`config.mk`:
```
export PLATFORM = sky130hd
export DESIGN_NAME = tiny_register_machine_execute_unit
export DESIGN_NICKNAME = d
export VERILOG_FILES = /design/src/rtl/core/trm_pkg.sv /design/src/rtl/core/trm_store.sv /design/src/rtl/core/trm_exec.sv /design/src/rtl/core/tiny_register_machine_execute_unit.sv
export VERILOG_INCLUDE_DIRS = /design/src /design/src/rtl/core
export SDC_FILE = /design/constraint.sdc
export NUM_CORES = 2
export LEC_CHECK = 0
export BUFFER_PORTS_ARGS = -buffer_cell sky130_fd_sc_hd__buf_2
export CORE_ASPECT_RATIO = 0.5
export CORE_MARGIN = 3
export CORE_UTILIZATION = 59
export CTS_CLUSTER_SIZE = 10
export DETAILED_ROUTE_END_ITERATION = 6
export GPL_TIMING_DRIVEN = 0
export PLACE_DENSITY = 0.73
export SYNTH_ARGS = -nofsm -noshare
export SYNTH_HDL_FRONTEND = slang
export SYNTH_HIERARCHICAL = 1
export SYNTH_SLANG_ARGS = --single-unit
```
`constraint.sdc`:
```
create_clock -name clk -period 9 [get_ports clk]
set_clock_uncertainty 0.1 [all_clocks]
set_input_delay 0.9 -clock clk [delete_from_list [all_inputs] [get_ports clk]]
set_output_delay 0.9 -clock clk [all_outputs]
set_load 0.1 [all_outputs]
```
`src/rtl/core/tiny_register_machine_execute_unit_macros.svh`:
```
// Assertion macros shared by the execute unit.
`ifndef TINY_REGISTER_MACHINE_EXECUTE_UNIT_MACROS_SVH
`define TINY_REGISTER_MACHINE_EXECUTE_UNIT_MACROS_SVH

// Clocked check that is switched off while reset is held.
`define TRM_ASSERT_RST(label, prop, msg) \
  label: assert property (@(posedge clk) disable iff (!rst_n) prop) else $error(msg);

// Clocked check that also holds while reset is held.
`define TRM_ASSERT_ALL(label, prop, msg) \
  label: assert property (@(posedge clk) prop) else $error(msg);

`endif

```
`src/rtl/core/trm_pkg.sv`:
```
// Types and constants shared by the execute unit and its submodules.
`default_nettype none

package trm_pkg;

  localparam int REG_AW      = 3;
  localparam int ADDR_W      = 6;
  localparam int NUM_REGS    = 5;
  localparam int ADDR_SPAN   = 64;
  localparam int IN_TDATA_W  = 64;
  localparam int OUT_TDATA_W = 72;
  localparam int RES_DATA_W  = 66;
  localparam logic [31:0] PC_RESET = 32'd1;

  typedef enum logic [2:0] {
    OP_MOV = 3'd0,
    OP_ADD = 3'd1,
    OP_SUB = 3'd2,
    OP_PRN = 3'd3,
    OP_JMP = 3'd4,
    OP_JPN = 3'd5,
    OP_HLT = 3'd6,
    OP_BAD = 3'd7
  } op_t;

  typedef enum logic [1:0] {
    KIND_REG  = 2'd0,
    KIND_MEM  = 2'd1,
    KIND_IMM  = 2'd2,
    KIND_NONE = 2'd3
  } kind_t;

  // Declared from the top bit down, so mode sits in the lowest bits.
  typedef struct packed {
    logic signed [31:0] immediate;
    logic [ADDR_W-1:0]  second_addr;
    logic [REG_AW-1:0]  second_reg;
    kind_t              second_kind;
    logic [ADDR_W-1:0]  first_addr;
    logic [REG_AW-1:0]  first_reg;
    kind_t              first_kind;
    op_t                mode;
  } instr_t;

  localparam int INSTR_W = $bits(instr_t);

  typedef struct packed {
    logic        print_valid;
    logic        bad_opcode;
    logic        halted;
    logic [31:0] print_value;
    logic [31:0] next_pc;
  } res_t;

endpackage

`default_nettype wire

```
`src/rtl/core/trm_store.sv`:
```
// Synchronous storage array with two read ports, one write port and forwarding.
`default_nettype none

module trm_store
  import trm_pkg::*;
#(
  parameter int DEPTH = 64,
  parameter int AW_IN = 6,
  parameter int DW    = 32
) (
  input  wire logic             clk,
  input  wire logic             rst_n,
  input  wire logic             rd_en,
  input  wire logic [AW_IN-1:0] rd0_addr,
  input  wire logic [AW_IN-1:0] rd1_addr,
  output logic [DW-1:0]         rd0_data,
  output logic [DW-1:0]         rd1_data,
  input  wire logic             wr_en,
  input  wire logic [AW_IN-1:0] wr_addr,
  input  wire logic [DW-1:0]    wr_data
);

  localparam int IW = $clog2(DEPTH);
  localparam logic [AW_IN:0] LIMIT = (AW_IN + 1)'(DEPTH);

  logic [DW-1:0]    mem_r [DEPTH];
  logic [DEPTH-1:0] vld_r;
  logic [DW-1:0]    raw0_r, raw1_r, fwd_data_r;
  logic             ok0_r, ok1_r, fwd0_r, fwd1_r;

  logic          in0, in1, wr_ok, hit0, hit1;
  logic [IW-1:0] idx0, idx1, widx;

  assign in0   = {1'b0, rd0_addr} < LIMIT;
  assign in1   = {1'b0, rd1_addr} < LIMIT;
  assign idx0  = rd0_addr[IW-1:0];
  assign idx1  = rd1_addr[IW-1:0];
  assign widx  = wr_addr[IW-1:0];
  assign wr_ok = wr_en && ({1'b0, wr_addr} < LIMIT);
  // A write in the same cycle as the read wins over the stored word.
  assign hit0  = wr_ok && (wr_addr == rd0_addr);
  assign hit1  = wr_ok && (wr_addr == rd1_addr);

  always_ff @(posedge clk) begin
    if (rd_en) begin
      raw0_r     <= mem_r[idx0];
      raw1_r     <= mem_r[idx1];
      fwd_data_r <= wr_data;
      fwd0_r     <= hit0;
      fwd1_r     <= hit1;
      ok0_r      <= in0 && (vld_r[idx0] || hit0);
      ok1_r      <= in1 && (vld_r[idx1] || hit1);
    end
    if (wr_ok) begin
      mem_r[widx] <= wr_data;
    end
  end

  // An entry never written since reset reads as zero.
  always_ff @(posedge clk) begin
    if (!rst_n) begin
      vld_r <= '0;
    end else if (wr_ok) begin
      vld_r[widx] <= 1'b1;
    end
  end

  assign rd0_data = !ok0_r ? '0 : (fwd0_r ? fwd_data_r : raw0_r);
  assign rd1_data = !ok1_r ? '0 : (fwd1_r ? fwd_data_r : raw1_r);

endmodule

`default_nettype wire

```
`src/rtl/core/trm_exec.sv`:
```
// Instruction evaluation: operand selection, arithmetic, branch and write-back decisions.
`default_nettype none

module trm_exec
  import trm_pkg::*;
#(
  parameter int DW = 32
) (
  input  wire instr_t            ins,
  input  wire logic [31:0]       pc,
  input  wire logic              halt,
  input  wire logic [DW-1:0]     rf_rd0,
  input  wire logic [DW-1:0]     rf_rd1,
  input  wire logic [DW-1:0]     dm_rd0,
  input  wire logic [DW-1:0]     dm_rd1,
  output logic                   rf_we,
  output logic [REG_AW-1:0]      rf_wa,
  output logic [DW-1:0]          rf_wd,
  output logic                   dm_we,
  output logic [ADDR_W-1:0]      dm_wa,
  output logic [DW-1:0]          dm_wd,
  output logic                   halt_nxt,
  output res_t                   res
);

  logic [DW-1:0] imm, v1, v2;
  logic          v1_zero;

  assign imm     = DW'(ins.immediate);
  assign v1_zero = (v1 == '0);

  always_comb begin
    unique case (ins.first_kind)
      KIND_REG:  v1 = rf_rd0;
      KIND_MEM:  v1 = dm_rd0;
      KIND_IMM:  v1 = imm;
      KIND_NONE: v1 = '0;
    endcase
    unique case (ins.second_kind)
      KIND_REG:  v2 = rf_rd1;
      KIND_MEM:  v2 = dm_rd1;
      KIND_IMM:  v2 = imm;
      KIND_NONE: v2 = '0;
    endcase
  end

  always_comb begin
    rf_we           = 1'b0;
    rf_wa           = ins.first_reg;
    rf_wd           = v1;
    dm_we           = 1'b0;
    dm_wa           = ins.second_addr;
    dm_wd           = v1;
    halt_nxt        = halt;
    res.next_pc     = pc + 32'd1;
    res.print_valid = 1'b0;
    res.print_value = '0;
    res.bad_opcode  = 1'b0;
    unique case (ins.mode)
      OP_MOV: begin
        if (ins.first_kind == KIND_REG) begin
          if (ins.second_kind == KIND_REG) begin
            // A move of a register onto itself changes nothing.
            rf_we = (ins.first_reg != ins.second_reg);
            rf_wa = ins.second_reg;
          end else if (ins.second_kind == KIND_MEM) begin
            dm_we = 1'b1;
          end else if (ins.second_kind == KIND_IMM) begin
            rf_we = 1'b1;
            rf_wd = imm;
          end
        end else if (ins.first_kind == KIND_MEM) begin
          if (ins.second_kind == KIND_REG) begin
            rf_we = 1'b1;
            rf_wa = ins.second_reg;
          end else if (ins.second_kind == KIND_MEM) begin
            dm_we = 1'b1;
          end else if (ins.second_kind == KIND_IMM) begin
            dm_we = 1'b1;
            dm_wa = ins.first_addr;
            dm_wd = imm;
          end
        end
      end
      OP_ADD: begin
        rf_we = (ins.first_kind == KIND_REG);
        rf_wd = v1 + v2;
      end
      OP_SUB: begin
        rf_we = (ins.first_kind == KIND_REG);
        rf_wd = v1 - v2;
      end
      OP_PRN: begin
        res.print_valid = 1'b1;
        res.print_value = 32'(v1);
      end
      OP_JMP: begin
        if (ins.second_kind == KIND_NONE || v1_zero) begin
          res.next_pc = 32'(ins.immediate);
        end
      end
      OP_JPN: begin
        if (v1_zero || v1[DW-1]) begin
          res.next_pc = 32'(ins.immediate);
        end
      end
      OP_HLT: begin
        halt_nxt = 1'b1;
      end
      OP_BAD: begin
        res.bad_opcode = 1'b1;
        res.next_pc    = pc;
      end
    endcase
    res.halted = halt_nxt;
  end

endmodule

`default_nettype wire

```
`src/rtl/core/tiny_register_machine_execute_unit.sv`:
```
// Top level of the execute unit for the five-register machine.
//
//   Channel  Direction  Ports                          Contents
//   in_      input      in_tvalid/in_tready/in_tdata   one pre-decoded instruction
//   out_     output     out_tvalid/out_tready/         next PC, print value, status
//                       out_tdata/out_tuser
//
// Each instruction passes through a read stage (register file and data
// memory are read, with the data registered) and an execute stage,
// where write-back happens as the result moves into the output register.
// Sustained rate is one item per cycle while out_tready is high; out_tvalid
// rises once the item has moved from the execute registers into the output
// register. A write issued by the executing item is forwarded to the
// reads of the item accepted in the same cycle. Reset clears the pipeline,
// sets the program counter to one and marks every stored word as zero at
// once. When out_tready is low the output register holds, then the execute
// stage, and in_tready drops.
`default_nettype none

module tiny_register_machine_execute_unit
  import trm_pkg::*;
#(
  parameter int MEM_WORDS = 64,
  parameter int DATA_BITS = 32
) (
  input  wire logic                   clk,
  input  wire logic                   rst_n,
  input  wire logic                   in_tvalid,
  output logic                        in_tready,
  // [2:0] mode, [4:3] first_kind, [7:5] first_reg, [13:8] first_addr,
  // [15:14] second_kind, [18:16] second_reg, [24:19] second_addr,
  // [56:25] immediate, [63:57] zero
  input  wire logic [IN_TDATA_W-1:0]  in_tdata,
  output logic                        out_tvalid,
  input  wire logic                   out_tready,
  // [31:0] next_pc, [63:32] print_value, [64] halted, [65] bad_opcode,
  // [71:66] zero
  output logic [OUT_TDATA_W-1:0]      out_tdata,
  // [0] print_valid
  output logic                        out_tuser
);

  `include "tiny_register_machine_execute_unit_macros.svh"

  // Only the first 64 words can be addressed by the six-bit address fields.
  localparam int MEM_DEPTH = (MEM_WORDS < ADDR_SPAN) ? MEM_WORDS : ADDR_SPAN;

  instr_t in_ins;
  logic   in_accept;

  // Execute stage: the instruction whose operands are now in the read registers.
  logic   e_vld_r;
  instr_t e_ins_r;
  logic   e_fire;

  // Architectural scalars.
  logic [31:0] pc_r;
  logic        halt_r;
  logic        halt_nxt;

  // Output register.
  logic out_vld_r;
  res_t out_res_r;
  res_t e_res;

  logic [DATA_BITS-1:0] rf_rd0, rf_rd1, dm_rd0, dm_rd1;
  logic                 rf_we_raw, dm_we_raw, rf_we, dm_we;
  logic [REG_AW-1:0]    rf_wa;
  logic [ADDR_W-1:0]    dm_wa;
  logic [DATA_BITS-1:0] rf_wd, dm_wd;

  assign in_ins    = instr_t'(in_tdata[INSTR_W-1:0]);
  assign e_fire    = e_vld_r && (!out_vld_r || out_tready);
  assign in_tready = !e_vld_r || e_fire;
  assign in_accept = in_tvalid && in_tready;

  // State changes only when the executing item actually leaves the stage.
  assign rf_we = rf_we_raw && e_fire;
  assign dm_we = dm_we_raw && e_fire;

  trm_store #(
    .DEPTH (NUM_REGS),
    .AW_IN (REG_AW),
    .DW    (DATA_BITS)
  ) u_regs (
    .clk      (clk),
    .rst_n    (rst_n),
    .rd_en    (in_accept),
    .rd0_addr (in_ins.first_reg),
    .rd1_addr (in_ins.second_reg),
    .rd0_data (rf_rd0),
    .rd1_data (rf_rd1),
    .wr_en    (rf_we),
    .wr_addr  (rf_wa),
    .wr_data  (rf_wd)
  );

  trm_store #(
    .DEPTH (MEM_DEPTH),
    .AW_IN (ADDR_W),
    .DW    (DATA_BITS)
  ) u_dmem (
    .clk      (clk),
    .rst_n    (rst_n),
    .rd_en    (in_accept),
    .rd0_addr (in_ins.first_addr),
    .rd1_addr (in_ins.second_addr),
    .rd0_data (dm_rd0),
    .rd1_data (dm_rd1),
    .wr_en    (dm_we),
    .wr_addr  (dm_wa),
    .wr_data  (dm_wd)
  );

  trm_exec #(
    .DW (DATA_BITS)
  ) u_exec (
    .ins      (e_ins_r),
    .pc       (pc_r),
    .halt     (halt_r),
    .rf_rd0   (rf_rd0),
    .rf_rd1   (rf_rd1),
    .dm_rd0   (dm_rd0),
    .dm_rd1   (dm_rd1),
    .rf_we    (rf_we_raw),
    .rf_wa    (rf_wa),
    .rf_wd    (rf_wd),
    .dm_we    (dm_we_raw),
    .dm_wa    (dm_wa),
    .dm_wd    (dm_wd),
    .halt_nxt (halt_nxt),
    .res      (e_res)
  );

  // Pipeline valids and architectural scalars.
  always_ff @(posedge clk) begin
    if (!rst_n) begin
      e_vld_r   <= 1'b0;
      out_vld_r <= 1'b0;
      pc_r      <= PC_RESET;
      halt_r    <= 1'b0;
    end else begin
      if (in_accept) begin
        e_vld_r <= 1'b1;
      end else if (e_fire) begin
        e_vld_r <= 1'b0;
      end
      if (e_fire) begin
        out_vld_r <= 1'b1;
        pc_r      <= e_res.next_pc;
        halt_r    <= halt_nxt;
      end else if (out_tready) begin
        out_vld_r <= 1'b0;
      end
    end
  end

  // Payload registers.
  always_ff @(posedge clk) begin
    if (in_accept) begin
      e_ins_r <= in_ins;
    end
    if (e_fire) begin
      out_res_r <= e_res;
    end
  end

  assign out_tvalid = out_vld_r;
  assign out_tuser  = out_res_r.print_valid;
  assign out_tdata  = {{(OUT_TDATA_W - RES_DATA_W){1'b0}},
                       out_res_r.bad_opcode, out_res_r.halted,
                       out_res_r.print_value, out_res_r.next_pc};

  // An invalid opcode leaves the program counter where it was.
  `TRM_ASSERT_RST(a_bad_holds_pc, e_fire && e_ins_r.mode == OP_BAD |=> pc_r == $past(pc_r), "program counter moved on an invalid opcode")
  // Once halted, the machine stays halted until reset.
  `TRM_ASSERT_RST(a_halt_sticky, halt_r |=> halt_r, "halt flag cleared without reset")
  // One instruction writes either a register or a memory word, never both.
  `TRM_ASSERT_ALL(a_single_write, !(rf_we && dm_we), "register and memory written together")
  // A stalled execute stage keeps its instruction.
  `TRM_ASSERT_RST(a_exec_holds, e_vld_r && !e_fire |=> e_vld_r && $stable(e_ins_r), "execute stage overwritten while stalled")

endmodule

`default_nettype wire
```
==> Word-level counts from Yosys, hierarchy flattened <==
Memories as Yosys holds them, arrays and structs flattened. A register that Yosys moved wholly into a read port is not among the register bits.
Index checks and enable logic that the tools add are counted.
{ "totals": {"ff_bits": 300, "latchBits": 0, "mem_bits_rw": 2208, "romBits": 0, "input_bits": 68, "out_inout_bits": 75, "word_cells": 163, "n_memories": 2} }
{ "op_classes": {"n_addsub": 3, "n_mul": 0, "n_div": 0, "order_cmp": 11, "n_eq_ne": 18, "shift": 0, "muxes": 68, "n_bitwise": 2, "n_reduce_logical": 30} }
{ "memory_table": {"columns": ["name", "words", "word_bits", "read_ports", "rd_clocked_by_memory_dff", "wr", "line", "source"], "rows": [
  ["u_dmem.mem_r", 64, 32, 2, 2, 1, "trm_store.sv:26", "logic [DW-1:0] mem_r [DEPTH];"],
  ["u_regs.mem_r", 5, 32, 2, 2, 1, "trm_store.sv:26", null]
]} }
{ "ops": {"columns": ["cell", "n"], "rows": [
  ["32-bit two-way mux", 17],
  ["32-bit case mux with 4 select lines", 2],
  ["32-bit case mux with 3 select lines", 2],
  ["64-bit OR", 1],
  ["6-bit two-way mux", 6],
  ["32-bit by 1-bit adder with 32-bit output, second input constant", 1],
  ["32-bit adder", 1],
  ["32-bit logical NOT", 1],
  ["32-bit subtractor", 1],
  ["1-bit two-way mux", 30],
  ["6-bit by 7-bit less-than comparator with 1-bit output, second input constant", 3],
  ["1-bit logical AND", 13],
  ["1-bit binary-select mux with 6-bit select", 2],
  ["3-bit == test, second input constant", 4],
  ["6-bit == test", 2],
  ["3-bit by 4-bit less-than comparator with 1-bit output, second input constant", 3],
  ["3-bit two-way mux", 4],
  ["3-bit less-than comparator, second input constant", 3],
  ["2-bit == test, second input constant", 4],
  ["1-bit logical OR", 8],
  ["1-bit binary-select mux with 3-bit select", 2],
  ["1-bit demux with 6-bit select", 1],
  ["3-bit by 2-bit == test with 1-bit output, second input constant", 2],
  ["3-bit == test", 2],
  ["13 further kinds", 17]
]} }

==> Logic depth before layout (Yosys ltp) <==
{ "logic_depth": {"ltp_word": 12, "mapped_depth": 22, "ltp_nobuf": 20} }

==> Hierarchy <==
Netlist, hierarchy kept.
{ "modules_own_cells": {"columns": ["mod", "n_inst", "cells_each", "area_each_um2", "seq_area_each_um2"], "rows": [
  ["trm_store (u_dmem)", 1, 4508, 100655.3, 65783.1],
  ["trm_store (u_regs)", 1, 604, 11707.5, 7907.6],
  ["trm_exec", 1, 1193, 7543.5, 0.0],
  ["tiny_register_machine_execute_unit", 1, 286, 5232.5, 4424.2]
]} }

==> Least setup slack after synthesis <==
No wires, ideal clock.
{ "synth_path": {"path_type": "in2reg", "from": "in out_tready", "to": "reg e_ins_r[0] (netlist name), enable pin", "setup_ps": 649, "arrival_time_ps": 7653, "t_required_ps": 8251, "slack_ps": 598, "path_stages": 4, "n_path_buf": 1, "cell_sequence": "nor2b_4 buf_6 nand2_1 and2_1"} }
{ "synth_between": {"elab_chain_cells": 4} }
{ "synth_rtl": {"columns": ["item", "line", "source"], "rows": [
  ["start: declaration", "tiny_register_machine_execute_unit.sv:35", "input wire logic out_tready,"],
  ["1-bit logical OR", "tiny_register_machine_execute_unit.sv:73", "assign e_fire = e_vld_r && (!out_vld_r || out_tready);"],
  ["1-bit logical AND", "tiny_register_machine_execute_unit.sv:73", null],
  ["1-bit logical OR", "tiny_register_machine_execute_unit.sv:74", "assign in_tready = !e_vld_r || e_fire;"],
  ["net in_tready", "tiny_register_machine_execute_unit.sv:29", "output logic in_tready,"],
  ["1-bit logical AND", "tiny_register_machine_execute_unit.sv:75", "assign in_accept = in_tvalid && in_tready;"],
  ["net in_accept", "tiny_register_machine_execute_unit.sv:49", "logic in_accept;"],
  ["end signal: assignment", "tiny_register_machine_execute_unit.sv:161", "e_ins_r <= in_ins;"],
  ["end: declaration", "tiny_register_machine_execute_unit.sv:53", "instr_t e_ins_r;"]
]} }
The timed path passes the listed nets, and every way through them passes these cells.
A chain may end at the register's enable or synchronous reset.

==> Final worst setup path <==
{ "layout_path": {"from": "reg e_ins_r[14] (netlist name)", "to": "mem u_dmem.mem_r[62][23], enable pin"} }
{ "layout_between": {"word_cells_on_any_way": 20, "cone_classes": "eq/ne (2); mux (16); reduce/logical (2)"} }
{ "layout_lines": {"columns": ["item", "line", "source"], "rows": [
  ["2-bit == test", "trm_exec.sv:78", "end else if (ins.second_kind == KIND_IMM) begin"],
  ["6-bit two-way mux", "trm_exec.sv:78", null],
  ["6-bit two-way mux", "trm_exec.sv:76", "end else if (ins.second_kind == KIND_MEM) begin"],
  ["6-bit two-way mux *", "trm_exec.sv:73", "if (ins.second_kind == KIND_REG) begin"],
  ["6-bit two-way mux *", "trm_exec.sv:72", "end else if (ins.first_kind == KIND_MEM) begin"],
  ["6-bit two-way mux *", "trm_exec.sv:61", "if (ins.first_kind == KIND_REG) begin"],
  ["6-bit two-way mux *", "trm_exec.sv:59", "unique case (ins.mode)"],
  ["net dm_wa[4]", "tiny_register_machine_execute_unit.sv:69", "logic [ADDR_W-1:0] dm_wa;"],
  ["end: declaration", "trm_store.sv:26", null]
]} }
Mark *: on every way through the listed nets, which the timed path passes. The rest lies on a longest branch.

==> out/results.txt <==
The worst hold path terminates at e_ins_r[47]. The number of max-slew violations in the final report is 244, and the y dimension of the die is 332 um. Once detail routing completed, the nets flagged for antenna violations numbered 0.

For the final routed database, the setup TNS stands at 0 ns. The hold path startpoint was in_tdata[47]. In this run the power density over the cells is 201 nW/um2. The maximum buffer depth of the clock tree was 4.

The critical path goes through inv_1, ha_1, buf_2, buf_1, clkbuf_1, nor3b_1, nand3_1, clkbuf_1, mux2_2, clkbuf_1, nand3_1, nor2_4, buf_12. The later pin in the worst-skew pair is clocked with a latency of 0.90 ns. Counting flops with a built-in enable in the synthesized netlist gives 2532. The path class of the tightest hold or removal check is primary input to flip-flop. The minimum setup slack among reg-to-reg paths was 1.20 ns; the total area of sequential cells was 78100 um2.

The worst endpoint required time is 9.41 ns. After legalization and detailed placement, the total HPWL measured 372000 um. The xor-xnor portion of the synthesized cell area is 0.665%, and the placer's final routability congestion estimate is 1.04.

Row generation in the floorplan step produced 118 rows. The tree is rooted in a clkbuf_16. The tools report the initial antenna violation count as 59.

In the final layout, the share of cells above drive strength 1 is 33.6%. The critical path is of the flip-flop to flip-flop type. After detailed routing, the number of vias per cell comes to 8.21.

The total of flip-flops plus latches after synthesis was 2636. STA puts the critical path data arrival time at 8.21 ns. The largest delay contributor family on the critical path is simple AND/OR/NAND/NOR gates. The cell with the most instances after synthesis is edfxtp_1. The run gives 6591 as the post-synthesis cell count. The combinational family with the most area after synthesis is multiplexers. 143 I/O pins were placed. The finished cells cover 142000 um2.

STA classifies the critical path startpoint as a flip-flop. The worst register-to-register path ends at u_dmem/mem_r[62][23]. CTS saw 2636 sinks. The smallest clock period supported by the final layout is computed as 7.80 ns. The async set-or-reset flop fraction in the synthesized netlist came out at 0%.

The starting DRC count in detailed routing is 16800. The run finished, with violations left. The clock edge transition at the registers on the reported setup and hold paths was 0.06 ns. The biggest area contributor in the post-synthesis netlist is edfxtp_1.

The core region is 209000 um2. The cts-stage hold buffer count was 0. The checks that failed: design-rule violations, max-capacitance violations, max-slew violations.

IR analysis of the VDD net gives a maximum drop of 0.285 mV. TritonCTS built the clock tree. For this run the aggregate overflow at the end of global routing stands at 0.

The tools report the area used by multi-input combinational logic as 45200 um2. Worst flop-to-flop path startpoint: e_ins_r[14]. The area added between synthesis and finish was 13.6%. After layout, the worst path uses 86.6% of the clock period. The worst slew margin relative to its limit came out at -15.2%. Dividing the detail-routed wire length by the instance count gives 51.6 um. The worst path meets setup with 1.20 ns of slack. For the number of buffers inserted by post-CTS setup repair, the log shows 0.

Summing the areas of all compound-gate instances in the mapped netlist gives 4.05% of the synthesized area. The CTS H-tree depth is 5. The post-cts repair resize count came out at 0. The analysis attributes to cell leakage a power of 45.6 nW.

The die covers 218000 um2. Setup repair after global routing left no endpoint under its margin. The synthesized netlist occupies a cell area of 125000 um2. The logs give 13100 for the fill cell instance count of the final layout and 62.4% for the sequential share of the synthesized area.

The port buffer count is 129. Of the post-synthesis cell area, the dominant cell type holds 60.8%. The post-synthesis share of cell area spent on and, or, nand and nor gates was 3.23%.

After Yosys synthesis, full adders, half adders and majority gates account for 0.436% of the synthesized area. The multiplexer fraction of the synthesized cell area is 27.0%. Counting stages on the worst path, the most repeated cell is clkbuf_1. By area the synthesized netlist is led by edfxtp_1, mux4_2, mux2i_1. The slew of the pin with the lowest slew margin was 1.73 ns; the post-place instance area was 134000 um2. The worst hold path cell count was 1.

The logs give 81 for the maximum number of pins on one net before global-route repair and 83700 for the via count of the routed design. Across the run, the number of max-cap violations was 29. For this design, the slowest cell found on the critical path is nor3b_1. The tools report the category of the worst setup path capture point as a flip-flop. Static timing analysis puts the maximum clock frequency at 128 MHz. The routed design has 526000 um of wire.

After synthesis, the mean cell area works out to 19.0 um2. The starting density of the core was 59.9%. For the number of failing hold endpoints at the final stage, the log shows 0. The final layout contains 7320 nets. Prior to clock tree synthesis, the placed netlist has a worst setup slack of 1.69 ns. Counting both buffers and inverters, the worst setup path holds a total of 7.

The unique cell type count in the Yosys netlist is 87, and the overall fraction of global-route tracks in use is 48.0%. The first detailed-routing pass took 7 iterations. The logs give 0 for the final setup violation count and 694000 um for the first-pass GRT wire length. The horizontal die dimension is 657 um. The synthesis warning total is 6.

The run gives 306 as the total CTS buffers. After detailed routing, the number of remaining DRC violations is 8. In the synthesized netlist the dominant register cell turns out to be edfxtp_1. Sorting the synthesized cells by how often they occur yields edfxtp_1, mux4_2, mux2i_1.

Number of cells on the worst reg-to-reg path: 13. For this run, the slowest stage of the critical path takes 1.22 ns. The maximum fanout along the worst path works out to 18.

For the number of global-route vias before repair, the log shows 79800.
kinds of logic after synthesis:
kind of cell	after synthesis
compound gates	758
xor+xnor	95
fa+ha+maj	43
flops	2636
simple gates	814
mux	1688
other cells	1
buf+inv	556
cell type report:
cell class	count	area share, %
antenna	46	0.0810
buffer	504	1.81
clock buffer	402	5.73
clock inverter	19	0.176
inverter	52	0.137
multi-input combinational	3404	31.8
sequential	2636	55.0
tap	2820	2.48
timing repair buffer	305	2.86
where the power goes:
group	internal [mW]	switching, mW	total (mW)
Combinational	1.09	2.54	3.63
Clock	6.30	4.86	11.2
Sequential	13.7	0.0867	13.8
Total	21.1	7.49	28.6
state kept, by name (all words and copies together), names as in the netlist, 5 cells and up:
| register | flops |
|---|---|
| u_dmem/raw1_r | 32 |
| u_regs/mem_r | 160 |
| u_dmem/mem_r | 2048 |
| u_dmem/vld_r | 64 |
| u_regs/fwd_data_r | 32 |
| out_tdata | 66 |
| u_dmem/raw0_r | 32 |
| u_regs/vld_r | 5 |
| u_regs/raw1_r | 32 |
| u_regs/raw0_r | 32 |
| e_ins_r | 57 |
| pc_r | 32 |
| u_dmem/fwd_data_r | 32 |
cell usage in the layout, fill, tap and decap left out, drive strengths merged, types with 23 or more instances in the layout:
master  netlist  layout
a21oi       143     143
a221o        26      26
a221oi       23      23
a22oi       120     120
buf         275     577
clkbuf      229     633
dfxtp       104     104
diode         0      46
edfxtp     2532    2532
ha           42      42
inv          50      60
mux2        100     100
mux2i       250     250
mux4       1338    1338
nand2       213     213
nand2b       25      25
nand3        25      25
nor2        226     226
nor2b       187     187
o211ai       39      39
o21a         89      89
o21ai       125     125
o22ai        99      99
xnor2        50      50
xor2         45      45
metal layers:
| metal | wire (um) | part of all wire [%] | track usage (%) |
|---|---|---|---|
| met1 | 169000 | 32 | 59.5 |
| met2 | 212000 | 40 | 64.1 |
| met3 | 109000 | 21 | 31.2 |
| met4 | 35100 | 6.7 | 24.3 |
| met5 | 1470 | 0.28 | 5.41 |
worst max path at each step:
stage,cells past startpoint,from,to,slack (ns)
after floorplan,4,out_tready,e_ins_r[0],0.60
after global placement,13,e_ins_r[14],u_dmem/mem_r[50][17],-3.25
after detailed placement,21,u_dmem/fwd1_r,u_regs/mem_r[2][25],1.69
after CTS,21,u_dmem/fwd1_r,u_regs/fwd_data_r[25],1.63
after global routing,21,u_dmem/fwd1_r,u_regs/fwd_data_r[25],1.22
final,13,e_ins_r[14],u_dmem/mem_r[62][23],1.20
stage by stage:
step / total power, mW / utilization, % / std cells / hold WS (ns)
after detailed placement: 17.4 / 63.9 / 9721 / 0.352
after floorplan: 15.9 / - / 6596 / 0.331
final: 28.6 / 68.0 / 10200 / 0.125
after CTS: 28.3 / 68.0 / 10100 / 0.0953
after global placement: 17.3 / 61.9 / 9545 / 0.352
after global routing: 29.0 / 68.0 / 10200 / 0.105
No activity file was read; power rests on OpenSTA's default activity.
